<file path="src/rtl/cnsp_pkg.sv">
package cnsp_pkg;

   localparam logic [31:0] HdrLen          = 32'd110;
   localparam logic [31:0] MagicLen        = 32'd6;
   localparam logic [31:0] ModeFirst       = 32'd14;
   localparam logic [31:0] ModeLast        = 32'd21;
   localparam logic [31:0] FileSizeFirst   = 32'd54;
   localparam logic [31:0] FileSizeLast    = 32'd61;
   localparam logic [31:0] NameSizeFirst   = 32'd94;
   localparam logic [31:0] NameSizeLast    = 32'd101;
   localparam logic [31:0] TrailerLen      = 32'd10;
   localparam logic [31:0] TrailerNameSize = 32'd11;

   localparam logic [3:0] ModeTypeReg  = 4'b1000;
   localparam logic [3:0] ModeTypeDir  = 4'b0100;
   localparam logic [3:0] ModeTypeLink = 4'b1010;

   typedef enum logic [2:0] {
      ROLE_HEADER      = 3'd0,
      ROLE_NAME        = 3'd1,
      ROLE_NAME_PAD    = 3'd2,
      ROLE_FILE_DATA   = 3'd3,
      ROLE_LINK_TARGET = 3'd4,
      ROLE_SKIPPED     = 3'd5,
      ROLE_DATA_PAD    = 3'd6,
      ROLE_IGNORED     = 3'd7
   } role_type;

   typedef enum logic [1:0] {
      KIND_REGULAR = 2'd0,
      KIND_DIR     = 2'd1,
      KIND_SYMLINK = 2'd2,
      KIND_UNKNOWN = 2'd3
   } kind_type;

   typedef enum logic [1:0] {
      ERR_NONE      = 2'd0,
      ERR_MAGIC     = 2'd1,
      ERR_FORMAT    = 2'd2,
      ERR_DIR_DATA  = 2'd3
   } error_type;

   typedef struct packed {
      logic [7:0]  byte_out;
      role_type    byte_role;
      kind_type    entry_kind;
      logic [8:0]  permissions;
      logic [31:0] entry_size;
      logic [31:0] name_length;
      logic        entry_ready;
      logic        entry_last;
      logic        archive_end;
      error_type   error_code;
   } result_type;

   typedef struct packed {
      logic       ok;
      logic [3:0] value;
   } hex_type;

   function automatic logic [7:0] magic_char(input logic [2:0] idx);
      logic [7:0] c;
      case (idx)
         3'd0: c = "0";
         3'd1: c = "7";
         3'd2: c = "0";
         3'd3: c = "7";
         3'd4: c = "0";
         3'd5: c = "1";
         default: c = 8'h00;
      endcase
      return c;
   endfunction

   function automatic logic [7:0] trailer_char(input logic [3:0] idx);
      logic [7:0] c;
      case (idx)
         4'd0: c = "T";
         4'd1: c = "R";
         4'd2: c = "A";
         4'd3: c = "I";
         4'd4: c = "L";
         4'd5: c = "E";
         4'd6: c = "R";
         4'd7: c = "!";
         4'd8: c = "!";
         4'd9: c = "!";
         default: c = 8'h00;
      endcase
      return c;
   endfunction

   function automatic hex_type hex_decode(input logic [7:0] c);
      hex_type h;
      h.ok    = 1'b0;
      h.value = 4'd0;
      if (c >= "0" && c <= "9") begin
         h.ok    = 1'b1;
         h.value = 4'(c - 8'h30);
      end else if (c >= "a" && c <= "f") begin
         h.ok    = 1'b1;
         h.value = 4'(c - 8'h57);
      end else if (c >= "A" && c <= "F") begin
         h.ok    = 1'b1;
         h.value = 4'(c - 8'h37);
      end
      return h;
   endfunction

   function automatic kind_type kind_of_mode(input logic [31:0] mode);
      kind_type k;
      if (mode[15:12] == ModeTypeReg) begin
         k = KIND_REGULAR;
      end else if (mode[15:12] == ModeTypeDir) begin
         k = KIND_DIR;
      end else if (mode[15:12] == ModeTypeLink) begin
         k = KIND_SYMLINK;
      end else begin
         k = KIND_UNKNOWN;
      end
      return k;
   endfunction

endpackage

</file>
<file path="src/rtl/cnsp_in_stage.sv">
module cnsp_in_stage
   import cnsp_pkg::*;
(
   input  logic       clock,
   input  logic       reset,
   input  logic       req_valid,
   output logic       req_ready,
   input  logic [7:0] req_data_byte,
   input  logic       take,
   output logic       hold_valid,
   output logic [7:0] hold_byte
);

   logic       valid_ff, valid_in;
   logic [7:0] byte_ff, byte_in;

   assign req_ready = !valid_ff || take;

   always_comb begin
      valid_in = valid_ff;
      byte_in  = byte_ff;
      if (req_valid && req_ready) begin
         valid_in = 1'b1;
         byte_in  = req_data_byte;
      end else if (take) begin
         valid_in = 1'b0;
      end
   end

   always_ff @(posedge clock) begin
      if (reset) begin
         valid_ff <= 1'b0;
      end else begin
         valid_ff <= valid_in;
      end
      byte_ff <= byte_in;
   end

   assign hold_valid = valid_ff;
   assign hold_byte  = byte_ff;

endmodule

</file>
<file path="src/rtl/cnsp_parse_core.sv">
module cnsp_parse_core
   import cnsp_pkg::*;
(
   input  logic       clock,
   input  logic       reset,
   input  logic       step,
   input  logic [7:0] data_byte,
   output result_type result
);

   typedef enum logic [6:0] {
      PH_HEADER   = 7'b0000001,
      PH_NAME     = 7'b0000010,
      PH_NAMEPAD  = 7'b0000100,
      PH_DATA     = 7'b0001000,
      PH_DATAPAD  = 7'b0010000,
      PH_DONE     = 7'b0100000,
      PH_FAILED   = 7'b1000000
   } phase_type;

   phase_type   phase_ff, phase_in;
   logic [31:0] pos_ff, pos_in;
   logic [31:0] nsize_ff, nsize_in;
   logic [31:0] mode_ff, mode_in;
   logic [31:0] fsize_ff, fsize_in;
   logic        tmatch_ff, tmatch_in;
   logic        hfault_ff, hfault_in;
   logic        done_ff, done_in;
   error_type   err_ff, err_in;

   hex_type     hx;
   kind_type    kind_now;
   role_type    role;
   logic [1:0]  name_pad;
   logic [1:0]  data_pad;
   logic        show_name, show_entry, ready_flag, last_flag;
   logic        end_name, end_data, hdr_fail;

   assign hx       = hex_decode(data_byte);
   assign kind_now = kind_of_mode(mode_ff);
   assign name_pad = 2'd0 - (nsize_ff[1:0] + 2'd2);
   assign data_pad = 2'd0 - fsize_ff[1:0];

   always_comb begin
      phase_in   = phase_ff;
      pos_in     = pos_ff;
      nsize_in   = nsize_ff;
      mode_in    = mode_ff;
      fsize_in   = fsize_ff;
      tmatch_in  = tmatch_ff;
      hfault_in  = hfault_ff;
      done_in    = done_ff;
      err_in     = err_ff;
      role       = ROLE_IGNORED;
      show_name  = 1'b0;
      show_entry = 1'b0;
      ready_flag = 1'b0;
      last_flag  = 1'b0;
      end_name   = 1'b0;
      end_data   = 1'b0;
      hdr_fail   = 1'b0;

      unique case (phase_ff) inside
         PH_HEADER: begin
            role = ROLE_HEADER;
            if (pos_ff == 32'd0) begin
               nsize_in  = 32'd0;
               mode_in   = 32'd0;
               fsize_in  = 32'd0;
               tmatch_in = 1'b1;
               hfault_in = 1'b0;
            end
            if (pos_ff < MagicLen) begin
               if (data_byte != magic_char(pos_ff[2:0])) begin
                  err_in   = ERR_MAGIC;
                  hdr_fail = 1'b1;
               end
            end else if (pos_ff >= ModeFirst && pos_ff <= ModeLast) begin
               if (hx.ok) begin
                  mode_in = {mode_ff[27:0], hx.value};
               end else begin
                  hfault_in = 1'b1;
               end
            end else if (pos_ff >= FileSizeFirst && pos_ff <= FileSizeLast) begin
               if (hx.ok) begin
                  fsize_in = {fsize_ff[27:0], hx.value};
               end else begin
                  hfault_in = 1'b1;
               end
            end else if (pos_ff >= NameSizeFirst && pos_ff <= NameSizeLast) begin
               if (hx.ok) begin
                  nsize_in = {nsize_ff[27:0], hx.value};
               end else begin
                  err_in   = ERR_FORMAT;
                  hdr_fail = 1'b1;
               end
            end
            if (hdr_fail) begin
               phase_in = PH_FAILED;
            end else if (pos_ff == HdrLen - 32'd1) begin
               if (nsize_ff == 32'd0) begin
                  err_in   = ERR_FORMAT;
                  phase_in = PH_FAILED;
               end else begin
                  phase_in = PH_NAME;
                  pos_in   = 32'd0;
               end
            end else begin
               pos_in = pos_ff + 32'd1;
            end
         end
         PH_NAME: begin
            role      = ROLE_NAME;
            show_name = 1'b1;
            if (pos_ff < TrailerLen && data_byte != trailer_char(pos_ff[3:0])) begin
               tmatch_in = 1'b0;
            end
            if (pos_ff == nsize_ff - 32'd1) begin
               if (name_pad == 2'd0) begin
                  end_name = 1'b1;
               end else begin
                  phase_in = PH_NAMEPAD;
                  pos_in   = 32'd0;
               end
            end else begin
               pos_in = pos_ff + 32'd1;
            end
         end
         PH_NAMEPAD: begin
            role      = ROLE_NAME_PAD;
            show_name = 1'b1;
            if (pos_ff + 32'd1 >= {30'd0, name_pad}) begin
               end_name = 1'b1;
            end else begin
               pos_in = pos_ff + 32'd1;
            end
         end
         PH_DATA: begin
            if (kind_now == KIND_REGULAR) begin
               role = ROLE_FILE_DATA;
            end else if (kind_now == KIND_SYMLINK) begin
               role = ROLE_LINK_TARGET;
            end else begin
               role = ROLE_SKIPPED;
            end
            show_name  = 1'b1;
            show_entry = 1'b1;
            if (pos_ff == fsize_ff - 32'd1) begin
               if (data_pad == 2'd0) begin
                  end_data = 1'b1;
               end else begin
                  phase_in = PH_DATAPAD;
                  pos_in   = 32'd0;
               end
            end else begin
               pos_in = pos_ff + 32'd1;
            end
         end
         PH_DATAPAD: begin
            role       = ROLE_DATA_PAD;
            show_name  = 1'b1;
            show_entry = 1'b1;
            if (pos_ff + 32'd1 >= {30'd0, data_pad}) begin
               end_data = 1'b1;
            end else begin
               pos_in = pos_ff + 32'd1;
            end
         end
         PH_DONE, PH_FAILED: begin
            role = ROLE_IGNORED;
         end
         default: begin
            role = ROLE_IGNORED;
         end
      endcase

      if (end_name) begin
         if (nsize_ff == TrailerNameSize && tmatch_in) begin
            done_in   = 1'b1;
            last_flag = 1'b1;
            phase_in  = PH_DONE;
         end else if (hfault_ff) begin
            err_in   = ERR_FORMAT;
            phase_in = PH_FAILED;
         end else if (kind_now == KIND_DIR && fsize_ff != 32'd0) begin
            err_in   = ERR_DIR_DATA;
            phase_in = PH_FAILED;
         end else begin
            ready_flag = 1'b1;
            show_entry = 1'b1;
            pos_in     = 32'd0;
            if (fsize_ff != 32'd0) begin
               phase_in = PH_DATA;
            end else begin
               last_flag = 1'b1;
               phase_in  = PH_HEADER;
            end
         end
      end

      if (end_data) begin
         last_flag = 1'b1;
         phase_in  = PH_HEADER;
         pos_in    = 32'd0;
      end
   end

   always_comb begin
      result.byte_out    = data_byte;
      result.byte_role   = role;
      result.entry_kind  = show_entry ? kind_now : KIND_REGULAR;
      result.permissions = show_entry ? mode_ff[8:0] : 9'd0;
      result.entry_size  = show_entry ? fsize_ff : 32'd0;
      result.name_length = show_name ? nsize_ff : 32'd0;
      result.entry_ready = ready_flag;
      result.entry_last  = last_flag;
      result.archive_end = done_in;
      result.error_code  = err_in;
   end

   always_ff @(posedge clock) begin
      if (reset) begin
         phase_ff  <= PH_HEADER;
         pos_ff    <= 32'd0;
         nsize_ff  <= 32'd0;
         mode_ff   <= 32'd0;
         fsize_ff  <= 32'd0;
         tmatch_ff <= 1'b1;
         hfault_ff <= 1'b0;
         done_ff   <= 1'b0;
         err_ff    <= ERR_NONE;
      end else if (step) begin
         phase_ff  <= phase_in;
         pos_ff    <= pos_in;
         nsize_ff  <= nsize_in;
         mode_ff   <= mode_in;
         fsize_ff  <= fsize_in;
         tmatch_ff <= tmatch_in;
         hfault_ff <= hfault_in;
         done_ff   <= done_in;
         err_ff    <= err_in;
      end
   end

endmodule

</file>
<file path="src/rtl/cnsp_out_stage.sv">
module cnsp_out_stage
   import cnsp_pkg::*;
(
   input  logic       clock,
   input  logic       reset,
   input  logic       load,
   input  result_type result_next,
   output logic       space,
   output logic       rsp_valid,
   input  logic       rsp_ready,
   output result_type result_held
);

   logic       valid_ff, valid_in;
   result_type data_ff, data_in;

   assign space = !valid_ff || rsp_ready;

   always_comb begin
      valid_in = valid_ff;
      data_in  = data_ff;
      if (load) begin
         valid_in = 1'b1;
         data_in  = result_next;
      end else if (rsp_ready) begin
         valid_in = 1'b0;
      end
   end

   always_ff @(posedge clock) begin
      if (reset) begin
         valid_ff <= 1'b0;
      end else begin
         valid_ff <= valid_in;
      end
      data_ff <= data_in;
   end

   assign rsp_valid   = valid_ff;
   assign result_held = data_ff;

endmodule

</file>
<file path="src/rtl/cpio_newc_stream_parser_unit.sv">
// An input beat is held in the input register and then in the result register before the
// result side can take its result beat.
// Throughput: one byte per cycle while the result side keeps taking beats.
// Synchronous active-high reset returns the parser to the start of a header
// and clears all errors, the end-of-archive flag and both pipeline registers.
module cpio_newc_stream_parser_unit
   import cnsp_pkg::*;
(
   input  logic        clock,
   input  logic        reset,
   input  logic        req_valid,
   output logic        req_ready,
   input  logic [7:0]  req_data_byte,
   output logic        rsp_valid,
   input  logic        rsp_ready,
   output logic [7:0]  rsp_byte_out,
   output logic [2:0]  rsp_byte_role,
   output logic [1:0]  rsp_entry_kind,
   output logic [8:0]  rsp_permissions,
   output logic [31:0] rsp_entry_size,
   output logic [31:0] rsp_name_length,
   output logic        rsp_entry_ready,
   output logic        rsp_entry_last,
   output logic        rsp_archive_end,
   output logic [1:0]  rsp_error_code
);

   logic       hold_valid;
   logic [7:0] hold_byte;
   logic       space;
   logic       step;
   result_type result_next;
   result_type result_held;

   assign step = hold_valid && space;

   cnsp_in_stage u_in_stage (
      .clock         (clock),
      .reset         (reset),
      .req_valid     (req_valid),
      .req_ready     (req_ready),
      .req_data_byte (req_data_byte),
      .take          (step),
      .hold_valid    (hold_valid),
      .hold_byte     (hold_byte)
   );

   cnsp_parse_core u_parse_core (
      .clock     (clock),
      .reset     (reset),
      .step      (step),
      .data_byte (hold_byte),
      .result    (result_next)
   );

   cnsp_out_stage u_out_stage (
      .clock       (clock),
      .reset       (reset),
      .load        (step),
      .result_next (result_next),
      .space       (space),
      .rsp_valid   (rsp_valid),
      .rsp_ready   (rsp_ready),
      .result_held (result_held)
   );

   assign rsp_byte_out    = result_held.byte_out;
   assign rsp_byte_role   = result_held.byte_role;
   assign rsp_entry_kind  = result_held.entry_kind;
   assign rsp_permissions = result_held.permissions;
   assign rsp_entry_size  = result_held.entry_size;
   assign rsp_name_length = result_held.name_length;
   assign rsp_entry_ready = result_held.entry_ready;
   assign rsp_entry_last  = result_held.entry_last;
   assign rsp_archive_end = result_held.archive_end;
   assign rsp_error_code  = result_held.error_code;

endmodule

</file>
<file path="config.mk">
export PLATFORM = sky130hd
export DESIGN_NAME = cpio_newc_stream_parser_unit
export DESIGN_NICKNAME = d
export VERILOG_FILES = /design/src/rtl/cnsp_pkg.sv /design/src/rtl/cnsp_in_stage.sv /design/src/rtl/cnsp_parse_core.sv /design/src/rtl/cnsp_out_stage.sv /design/src/rtl/cpio_newc_stream_parser_unit.sv
export SDC_FILE = /design/constraint.sdc
export NUM_CORES = 1
export LEC_CHECK = 0
export CORE_ASPECT_RATIO = 1.75
export CORE_MARGIN = 5
export CORE_UTILIZATION = 40
export DETAILED_ROUTE_END_ITERATION = 7
export DONT_BUFFER_PORTS = 1
export GPL_ROUTABILITY_DRIVEN = 1
export GPL_TIMING_DRIVEN = 0
export PLACE_DENSITY_LB_ADDON = 0.3
export SYNTH_ARGS = -nofsm -noshare
export SYNTH_HDL_FRONTEND = slang
export SYNTH_SLANG_ARGS = --single-unit
</file>
<file path="constraint.sdc">
create_clock -name clock -period 12.9 [get_ports clock]
set_input_delay 0 -clock clock [delete_from_list [all_inputs] [get_ports clock]]
set_output_delay 0 -clock clock [all_outputs]
set_load 0.1 [all_outputs]
</file>
==> results of run 1 <==
[report_power, final]
group / internal, mW / switching (mW)
clock: 0.411 / 0.307
combinational: 0.0134 / 0.0429
sequential: 0.783 / 0.114
[per-layer routing]
metal / GRT usage (%) / wire [µm] / part of all wire (%)
met1: 25.5 / 16600 / 37
met2: 42.9 / 23200 / 52
met3: 2.45 / 1900 / 4.3
met4: 14.0 / 3050 / 6.8
met5: 0 / 0 / 0
[flip-flops by register name, summed over array words and instances, names as in the netlist, named ones only]
| name | cells |
|---|---|
| u_in_stage.hold_byte | 8 |
| u_in_stage.hold_valid | 1 |
| u_out_stage.result_held | 91 |
| u_out_stage.rsp_valid | 1 |
| u_parse_core.done_ff | 1 |
| u_parse_core.err_ff | 2 |
| u_parse_core.fsize_ff | 32 |
| u_parse_core.hfault_ff | 1 |
| u_parse_core.mode_ff | 16 |
| u_parse_core.nsize_ff | 32 |
| u_parse_core.phase_ff | 7 |
| u_parse_core.pos_ff | 32 |
| u_parse_core.tmatch_ff | 1 |
[worst max-delay path: cells and delay by family (launching register included)]
kind	cells	cell delay (ns)
AOI/OAI and AO/OA	2	0.99
muxes	1	0.20
DFF	1	0.49
and+or+nand+nor	8	3.04
buffers and inverters	2	1.00
[how the worst max path moves through the flow]
stage                                        startpoint                                   endpoint  depth (start not counted)
finish              u_parse_core.pos_ff[0]$_SDFFE_PP0P_  u_out_stage.result_held[71]$_SDFFCE_PN0P_                         13
global route        u_parse_core.pos_ff[1]$_SDFFE_PP0P_  u_out_stage.result_held[71]$_SDFFCE_PN0P_                         13
CTS                 u_parse_core.pos_ff[0]$_SDFFE_PP0P_  u_out_stage.result_held[71]$_SDFFCE_PN0P_                         13
detailed placement  u_parse_core.pos_ff[0]$_SDFFE_PP0P_  u_out_stage.result_held[71]$_SDFFCE_PN0P_                         13
global placement     u_out_stage.rsp_valid$_SDFFE_PP0P_       u_parse_core.pos_ff[12]$_SDFFE_PP0P_                         10
floorplan            u_out_stage.rsp_valid$_SDFFE_PP0P_       u_parse_core.pos_ff[27]$_SDFFE_PP0P_                         10
[logic make-up after synthesis]
kind of cell | share of synthesized area (%)
AOI/OAI and AO/OA | 17.8
xor gates and xnor gates | 5.99
adders and majority gates | 1.51
buffers and inverters | 4.57
DFF | 42.5
muxes | 0.660
and+or+nand+nor | 26.9
[cells in the mapped netlist, types with 29 or more instances]
cell type  number
dfxtp_1       133
nor4_1         40
o21ai_0        54
edfxtp_1       99
xor2_1         34
nor3_1         53
nand4_1        29
nand2_1       101
clkbuf_1      110
a21oi_1        79
xnor2_1        54
nand3_1        55
nor2b_1        76
a22oi_1        68
inv_1          29
nor2_1        153
[per-stage QoR]
stage	worst slack (ns)	utilization [%]
6_report	6.86	44.7
5_1_grt	6.31	44.7
4_1_cts	6.86	44.7
3_5_place_dp	6.88	41.9
3_3_place_gp	5.06	41.8
2_1_floorplan	7.59	-
[area by class of cell]
cell class,count,area (µm²)
timing repair buffer,12,138
tap,405,507
fill,3219,18200
inverter,29,109
clock inverter,14,203
multi-input combinational,1126,7030
buffer,125,502
clock buffer,26,586
sequential,232,5640
==> impl_metrics.tcl, run 1 <==
set metrics [dict create \
    ant_nets 0 \
    start_util_pct 40.3 \
    layout-area-overhead-vs-synth_pct 10.9 \
    clockBufferDepth 3 \
    final_area_um2 14700 \
    grt_pass1_vias 11527 \
    track_usage_pct 23.3 \
    drv_cap 0 \
    via_count 11935 \
    layout_commonest_cell "nor2_1" \
    critical-path-max-stage-delay_ns 0.66 \
    skew_ns 0.0218 \
    synthArstFlopShare_pct 0 \
    cp_slowest_cell "a2111oi_0" \
    fmax_mhz 165 \
    worstPathCellList "clkbuf_1 -> nand4_1 -> nor4_1 -> mux2i_1 -> or4_1 -> a2111oi_0 -> nand3_1 -> o21ai_2 -> nand2_1 -> and3_1 -> nor3_2 -> clkbuf_1 -> nor2b_1" \
    status "complete, no violations" \
    synth_cells 1512 \
    yosys-top-cells-area "edfxtp_1, dfxtp_1, nor2_1, a22oi_1, nor2b_1" \
    cts_tree "yes" \
    cts_sinks 232 \
    die_h_um 251 \
    tns_ns 0 \
    syn_area_um2 13300 \
    timing.rr.end "u_out_stage.result_held[71]$_SDFFCE_PN0P_" \
    synth_fp_nets 1540 \
    grt_max_degree 52 \
    ios 105 \
    relSlewSlack_pct 23.9 \
    min_path_type "input pin to flip-flop" \
    yosys_warnings 0 \
    cpMostUsedCell "clkbuf_1" \
    period_minus_slack_ns 6.04 \
    worstPathArrival_ns 6.30 \
    dieArea_um2 37000 \
    postCtsSetupBuffers 0 \
    ir_drop_mv 0.0893 \
    ys_ff_latch 232 \
    numCtsBuffers 22 \
    drc 0 \
    dp.final_hpwl_mm 33.7 \
    drt_first_iter_violations 825 \
    cts_htree_levels 1 \
    reg2reg_depth 13 \
    drtPass1Iterations 5 \
    place_inst 1918 \
    viasPerCell 6.06 \
    min-delay-start "req_data_byte[3]" \
    cp-start-kind "flip-flop" \
    hold_viol_final 0 \
    yosys.area.top_type "edfxtp_1" \
    yosysTopAreaCellShare_pct 22.4 \
    die_w_um 148 \
    cp.required_ns 13.16 \
    antenna_found_initial 0 \
    fin_nets 1576 \
    path_clk_slew_ns 0.07 \
    cts-root-buf "clkbuf_16" \
    rsz0062_at_grt "no" \
    portBuffers 0 \
    wl_mm 44.7 \
    gp_congestion 0.968 \
    synth_enable_flop_cells 99 \
    gr-total-overflow 0 \
    hold_depth 1 \
    min_period_over_period_pct 46.8 \
    cts_resized 0 \
    core_area_um2 32900 \
    total_power_mw 1.67 \
    mostFrequentLayoutCells "nor2_1, dfxtp_1, clkbuf_1" \
    p_leak_nw 4.86 \
    slew_viol_final 0 \
    hold_ws_ns 0.0837 \
    path_class "flip-flop to flip-flop" \
    grt_pass1_wl_mm 67.9 \
    power_density_nw_per_um2 114 \
    setup.worst_path.end_class "flip-flop" \
    worstPathMaxFanout 10 \
    synth_flop_cell "dfxtp_1" \
    holdPathEnd "u_in_stage.hold_byte[3]$_DFFE_PP_" \
    fin_cells 1969 \
    ys_seq_area_share_pct 42.5 \
    cts_hold_buf 11 \
    synthDistinctLibCells 87 \
    routedWlPerCell_um 22.7 \
    syn_avg_cell_area_um2 8.77 \
    diodes 0 \
    worstSkewPairLatency_ns 0.55 \
    fp-row-count 88 \
    drive_gt1_share_pct 5.31 \
    r2r_slack_ns 6.86 \
    tightestPinTransition_ns 1.13 \
    setup_violations 0 \
    place_area_um2 13800 \
    rr_startpoint "u_parse_core.pos_ff[0]$_SDFFE_PP0P_" \
]
No activity file was read; power rests on OpenSTA's default activity.
==> run 2, diff against run 1 <==
clock period = 6.2 ns   (was 12.9 ns; I/O delays follow)
==> run 2 against run 1 <==
Total power up 110%; via count down 0.49%; clock skew down 0.0019 ns; combinational power up 110%; largest cell class unchanged; largest power group unchanged.
==> impl_metrics.tcl, run 2 (synthesis results as in run 1) <==
set metrics [dict create \
    wl_mm 44.8 \
    power_density_nw_per_um2 236 \
    layout_commonest_cell "nor2_1" \
    grtUsageMet2_pct 42.9 \
    min_period_over_period_pct 93.2 \
    dieArea_um2 37000 \
    grt_util_met3_pct 2.45 \
    ios 105 \
    place_area_um2 13800 \
    setup_slack_ns 0.421 \
    grt_pass1_wl_mm 67.9 \
    multi_input_area_um2 7040 \
    worstSkewPairLatency_ns 0.55 \
    worstPathArrival_ns 6.04 \
    reg2reg_depth 14 \
    slew_viol_final 0 \
    largest_reg_flops 91 \
    cp_slowest_cell "clkbuf_1" \
    path_clk_slew_ns 0.07 \
    layout-area-overhead-vs-synth_pct 11.0 \
    drc 0 \
    rsz0062_at_grt "no" \
    routedWlPerCell_um 22.7 \
    drtPass1Iterations 5 \
    postCtsSetupBuffers 0 \
    gp_congestion 0.968 \
    die_w_um 148 \
    cpMostUsedCell "clkbuf_1" \
    clockBufferDepth 3 \
    antenna_found_initial 0 \
    grt_pass1_vias 11527 \
    fmax_mhz 173 \
    cp-start-kind "flip-flop" \
    drv_cap 0 \
    holdPathEnd "u_in_stage.hold_byte[0]$_DFFE_PP_" \
    timing.rr.end "u_out_stage.result_held[57]$_SDFFCE_PN0P_" \
    track_usage_pct 23.3 \
    die_h_um 251 \
    diodes 0 \
    ir_drop_mv 0.186 \
    fin_nets 1576 \
    dp.final_hpwl_mm 33.7 \
    core_area_um2 32900 \
    grt_max_degree 52 \
    relSlewSlack_pct 28.2 \
    setup_violations 0 \
    setup.worst_path.end_class "flip-flop" \
    fp-row-count 88 \
    dp_slack_ns 0.176 \
    drive_gt1_share_pct 5.50 \
    start_util_pct 40.3 \
    viasPerCell 6.03 \
    p_leak_nw 4.86 \
    rr_startpoint "u_parse_core.pos_ff[3]$_SDFFE_PP0P_" \
    portBuffers 0 \
    period_minus_slack_ns 5.78 \
    path_class "flip-flop to flip-flop" \
    status "complete, no violations" \
    mostFrequentLayoutCells "nor2_1, dfxtp_1, clkbuf_1" \
    critical-path-max-stage-delay_ns 0.54 \
    grt_busiest_layer "met2" \
    gr-total-overflow 0 \
    cts_sinks 232 \
    min_path_type "input pin to flip-flop" \
    seqCellArea_um2 5640 \
    r2r_slack_ns 0.42 \
    use_met1_pct 25.5 \
    hold_viol_final 0 \
    numCtsBuffers 22 \
    cts-root-buf "clkbuf_16" \
    worstPathMaxFanout 10 \
    cts_tree "yes" \
    nFillCells 3215 \
    total_power_mw 3.48 \
    drt_first_iter_violations 753 \
    min-delay-start "req_data_byte[0]" \
    hold_depth 1 \
    cts_htree_levels 1 \
    via_count 11877 \
    cp.required_ns 6.46 \
    tightestPinTransition_ns 1.07 \
    final_area_um2 14700 \
    worstPathCellList "clkbuf_1 -> nand3_1 -> nor2_1 -> clkbuf_1 -> a31oi_1 -> nor4_1 -> and4_1 -> nand3_1 -> o21ai_2 -> nand2_1 -> and3_1 -> nor3_2 -> clkbuf_1 -> nor2b_1" \
    skew_ns 0.0199 \
    ant_nets 0 \
]
[run 2: cell counts in the layout (fill, tap and decap cells not counted)]
Identical to the previous run, type by type.
[run 2: repair_timing]
action                                  in CTS  in global routing
gates resized for setup                      0                  5
hold buffers                                11                  0
hold endpoints to repair                    18                  0
endpoints found under the setup margin       0                 48
[run 2: area by class of cell]
class                   instances  share of cell area (%)
multi-input cells            1126                    47.8
flip-flops and latches        232                    38.3
clock buffers                  26                    3.98
well taps                     405                    3.44
plain buffers                 125                    3.42
clock inverters                14                    1.38
repair buffers                 12                   0.935
inverters                      29                   0.739
[run 2: worst max-delay path by stage]
stage                                               from  cells after the start                                        end  slack [ns]
global route        u_parse_core.pos_ff[11]$_SDFFE_PP0P_                     14  u_out_stage.result_held[68]$_SDFFCE_PN0P_        0.04
finish               u_parse_core.pos_ff[3]$_SDFFE_PP0P_                     14  u_out_stage.result_held[57]$_SDFFCE_PN0P_        0.42
detailed placement   u_parse_core.pos_ff[0]$_SDFFE_PP0P_                     13  u_out_stage.result_held[71]$_SDFFCE_PN0P_        0.18
global placement      u_out_stage.rsp_valid$_SDFFE_PP0P_                     10       u_parse_core.pos_ff[12]$_SDFFE_PP0P_       -1.64
CTS                  u_parse_core.pos_ff[0]$_SDFFE_PP0P_                     13  u_out_stage.result_held[71]$_SDFFCE_PN0P_        0.16
floorplan             u_out_stage.rsp_valid$_SDFFE_PP0P_                     10       u_parse_core.pos_ff[27]$_SDFFE_PP0P_        0.89
[run 2: per-layer routing]
layer	share of wire, %	wire (µm)	vias up
li1	-	-	5653
met1	37	16500	5718
met2	52	23400	382
met3	4.3	1910	124
met4	6.6	2940	0
met5	0	0	-
[run 2: where the power goes]
group	total [mW]	internal [mW]	leakage, nW	switching (mW)
logic	0.117	0.0279	2.53	0.0891
registers	1.87	1.63	1.95	0.238
clock network	1.49	0.856	0.380	0.637
total	3.48	2.51	4.86	0.964
[run 2: critical path, delay by kind of cell (launching register included)]
family	cells	cell delay, ns
and+or+nand+nor	9	3.07
buffers and inverters	3	1.53
AOI/OAI and AO/OA	2	0.49
DFF	1	0.38
[run 2: stage by stage]
stage | TNS, ns | util [%] | hold WS, ns | std cells
finish | 0 | 44.7 | 0.0844 | 1969
global route | 0 | 44.7 | 0.0754 | 1969
CTS | 0 | 44.7 | 0.0648 | 1969
detailed placement | 0 | 41.9 | 0.0989 | 1918
global placement | -39.44 | 41.8 | 0.0989 | 1917
floorplan | 0 | - | 0.0989 | 1512
==> run 3, diff against run 2 <==
CORE_UTILIZATION = 29   (was 40)
==> run 3 against run 2 <==
Fmax is 3.0% lower; cell area rose by 1.2%; clock skew rose by 0.021 ns; sequential power is essentially flat; worst hold slack better by 0.022 ns; final cell count increased by 8.8%; clock-buffer cell count up 7; combinational power is essentially flat; register-to-register slack worse by 0.18 ns; sequential cell count unchanged; first-iteration DRC count is 17% higher; die area grew 36%; critical path type unchanged.
==> impl_metrics.tcl, run 3 (synthesis results as in run 1) <==
set metrics [dict create \
    drv_cap 0 \
    postCtsSetupBuffers 0 \
    total_power_mw 3.43 \
    cts_sinks 232 \
    setup_violations 0 \
    drc 0 \
    ant_nets 0 \
    antenna_found_initial 0 \
    rr_startpoint "u_parse_core.pos_ff[11]$_SDFFE_PP0P_" \
    r2r_slack_ns 0.24 \
    hold_viol_final 0 \
    critical-path-max-stage-delay_ns 0.80 \
    dieArea_um2 50300 \
    reg2reg_depth 14 \
    via_count 11909 \
    drive_gt1_share_pct 5.36 \
    power_density_nw_per_um2 230 \
    start_util_pct 29.3 \
    tns_ns 0 \
    worstSkewPairLatency_ns 0.56 \
    hold_depth 1 \
    numCtsBuffers 23 \
    fin_cells 2143 \
    path_class "flip-flop to flip-flop" \
    grt_max_degree 59 \
    cts_tree "yes" \
    mostFrequentLayoutCells "nor2_1, dfxtp_1, clkbuf_1" \
    skew_ns 0.0412 \
    tightestPinTransition_ns 1.25 \
    period_minus_slack_ns 5.96 \
    cp_slowest_cell "a2111oi_1" \
    diodes 0 \
    path_clk_slew_ns 0.07 \
    ir_drop_mv 0.225 \
    gp_congestion 0.943 \
    rsz0062_at_grt "no" \
    min_period_over_period_pct 96.1 \
    cp.required_ns 6.45 \
    place_inst 2090 \
    cts-root-buf "clkbuf_16" \
    largest_reg_flops 91 \
    layout-area-overhead-vs-synth_pct 12.3 \
    timing.rr.end "u_out_stage.result_held[39]$_SDFFCE_PN0P_" \
    setup.worst_path.end_class "flip-flop" \
    min_path_type "input pin to flip-flop" \
    grt_pass1_vias 11832 \
    final_util_pct 32.9 \
    holdPathEnd "u_in_stage.hold_byte[4]$_DFFE_PP_" \
    drtPass1Iterations 6 \
    relSlewSlack_pct 14.2 \
    cp-start-kind "flip-flop" \
    fmax_mhz 168 \
    viasPerCell 5.56 \
    worstPathCellList "clkbuf_1 -> nand4_1 -> or3_1 -> clkbuf_1 -> nor3_1 -> nand3_1 -> a2111oi_1 -> nand3_1 -> o21ai_2 -> nand2_1 -> and3_1 -> nor3_4 -> clkbuf_1 -> nor2b_1" \
    die_w_um 172 \
    worstPathMaxFanout 10 \
    nFillCells 4646 \
    place_area_um2 14000 \
    drt_first_iter_violations 878 \
    final_area_um2 14900 \
    min-delay-start "req_data_byte[4]" \
    ios 105 \
    cts_htree_levels 1 \
    gr-total-overflow 0 \
    p_leak_nw 4.86 \
    grt_pass1_wl_mm 72.4 \
    dp.final_hpwl_mm 36.8 \
    clockBufferDepth 3 \
    portBuffers 0 \
    worstPathArrival_ns 6.21 \
    slew_viol_final 0 \
    die_h_um 293 \
    layout_commonest_cell "nor2_1" \
    status "complete, no violations" \
    fin_nets 1577 \
    wl_mm 48.2 \
    routedWlPerCell_um 22.5 \
    core_area_um2 45200 \
    cpMostUsedCell "clkbuf_1" \
    fp-row-count 103 \
    track_usage_pct 18.7 \
]
[run 3: cell types whose count changed in the layout (fill, tap and decap cells not counted), sizes merged]
| cell | before | now |
|---|---|---|
| clkbuf | 136 | 143 |
| bufinv | 4 | 2 |
| clkinv | 5 | 4 |
| clkinvlp | 2 | 1 |
| inv | 32 | 31 |
[run 3: where the power goes]
group / leakage, nW / switching, mW / internal, mW / total (mW)
registers: 1.95 / 0.240 / 1.63 / 1.87
clock network: 0.364 / 0.634 / 0.804 / 1.44
logic: 2.54 / 0.0922 / 0.0279 / 0.120
total: 4.86 / 0.967 / 2.46 / 3.43
[run 3: per-stage QoR]
step,setup slack [ns],hold slack [ns]
after global routing,0.0516,0.0860
after detailed placement,-0.423,0.0989
after floorplan,0.885,0.0989
after CTS,0.0457,0.0859
after global placement,-2.01,0.0989
final,0.244,0.106
[run 3: timing repair]
action | CTS | global route
hold buffers | 11 | 0
resized for setup | 3 | 2
hold endpoints to repair | 18 | 0
setup endpoints to repair | 40 | 36
[run 3: critical path, delay by kind of cell (launching register included)]
| kind | cells | cell delay [ns] |
|---|---|---|
| compound gates | 2 | 1.16 |
| buf+inv | 3 | 1.19 |
| flops | 1 | 0.30 |
| simple gates | 9 | 2.98 |
[run 3: final cells by class]
class,count,area (µm²),area share (%)
buffer,125,504,3.38
clock buffer,33,637,4.27
tap,577,722,4.85
inverter,29,109,0.731
timing repair buffer,12,138,0.924
multi-input combinational,1126,7040,47.3
sequential,232,5640,37.8
clock inverter,9,110,0.739
[run 3: worst max-delay path by stage]
stage / from / endpoint / slack (ns)
6_report: u_parse_core.pos_ff[11]$_SDFFE_PP0P_ / u_out_stage.result_held[39]$_SDFFCE_PN0P_ / 0.24
5_1_grt: u_parse_core.pos_ff[11]$_SDFFE_PP0P_ / u_parse_core.pos_ff[14]$_SDFFE_PP0P_ / 0.05
4_1_cts: u_parse_core.pos_ff[11]$_SDFFE_PP0P_ / u_out_stage.result_held[39]$_SDFFCE_PN0P_ / 0.05
3_5_place_dp: u_parse_core.pos_ff[11]$_SDFFE_PP0P_ / u_out_stage.result_held[62]$_SDFFCE_PN0P_ / -0.42
3_3_place_gp: u_out_stage.rsp_valid$_SDFFE_PP0P_ / u_parse_core.pos_ff[27]$_SDFFE_PP0P_ / -2.01
2_1_floorplan: u_out_stage.rsp_valid$_SDFFE_PP0P_ / u_parse_core.pos_ff[27]$_SDFFE_PP0P_ / 0.89
[run 3: metal layers]
layer  vias up  global-route usage (%)  wire length (µm)
met2       384                    35.7             26000
met1      5749                    19.4             17000
met5         -                       0                 0
met3       122                    2.23              2310
li1       5654                       -                 -
met4         0                    9.88              2920
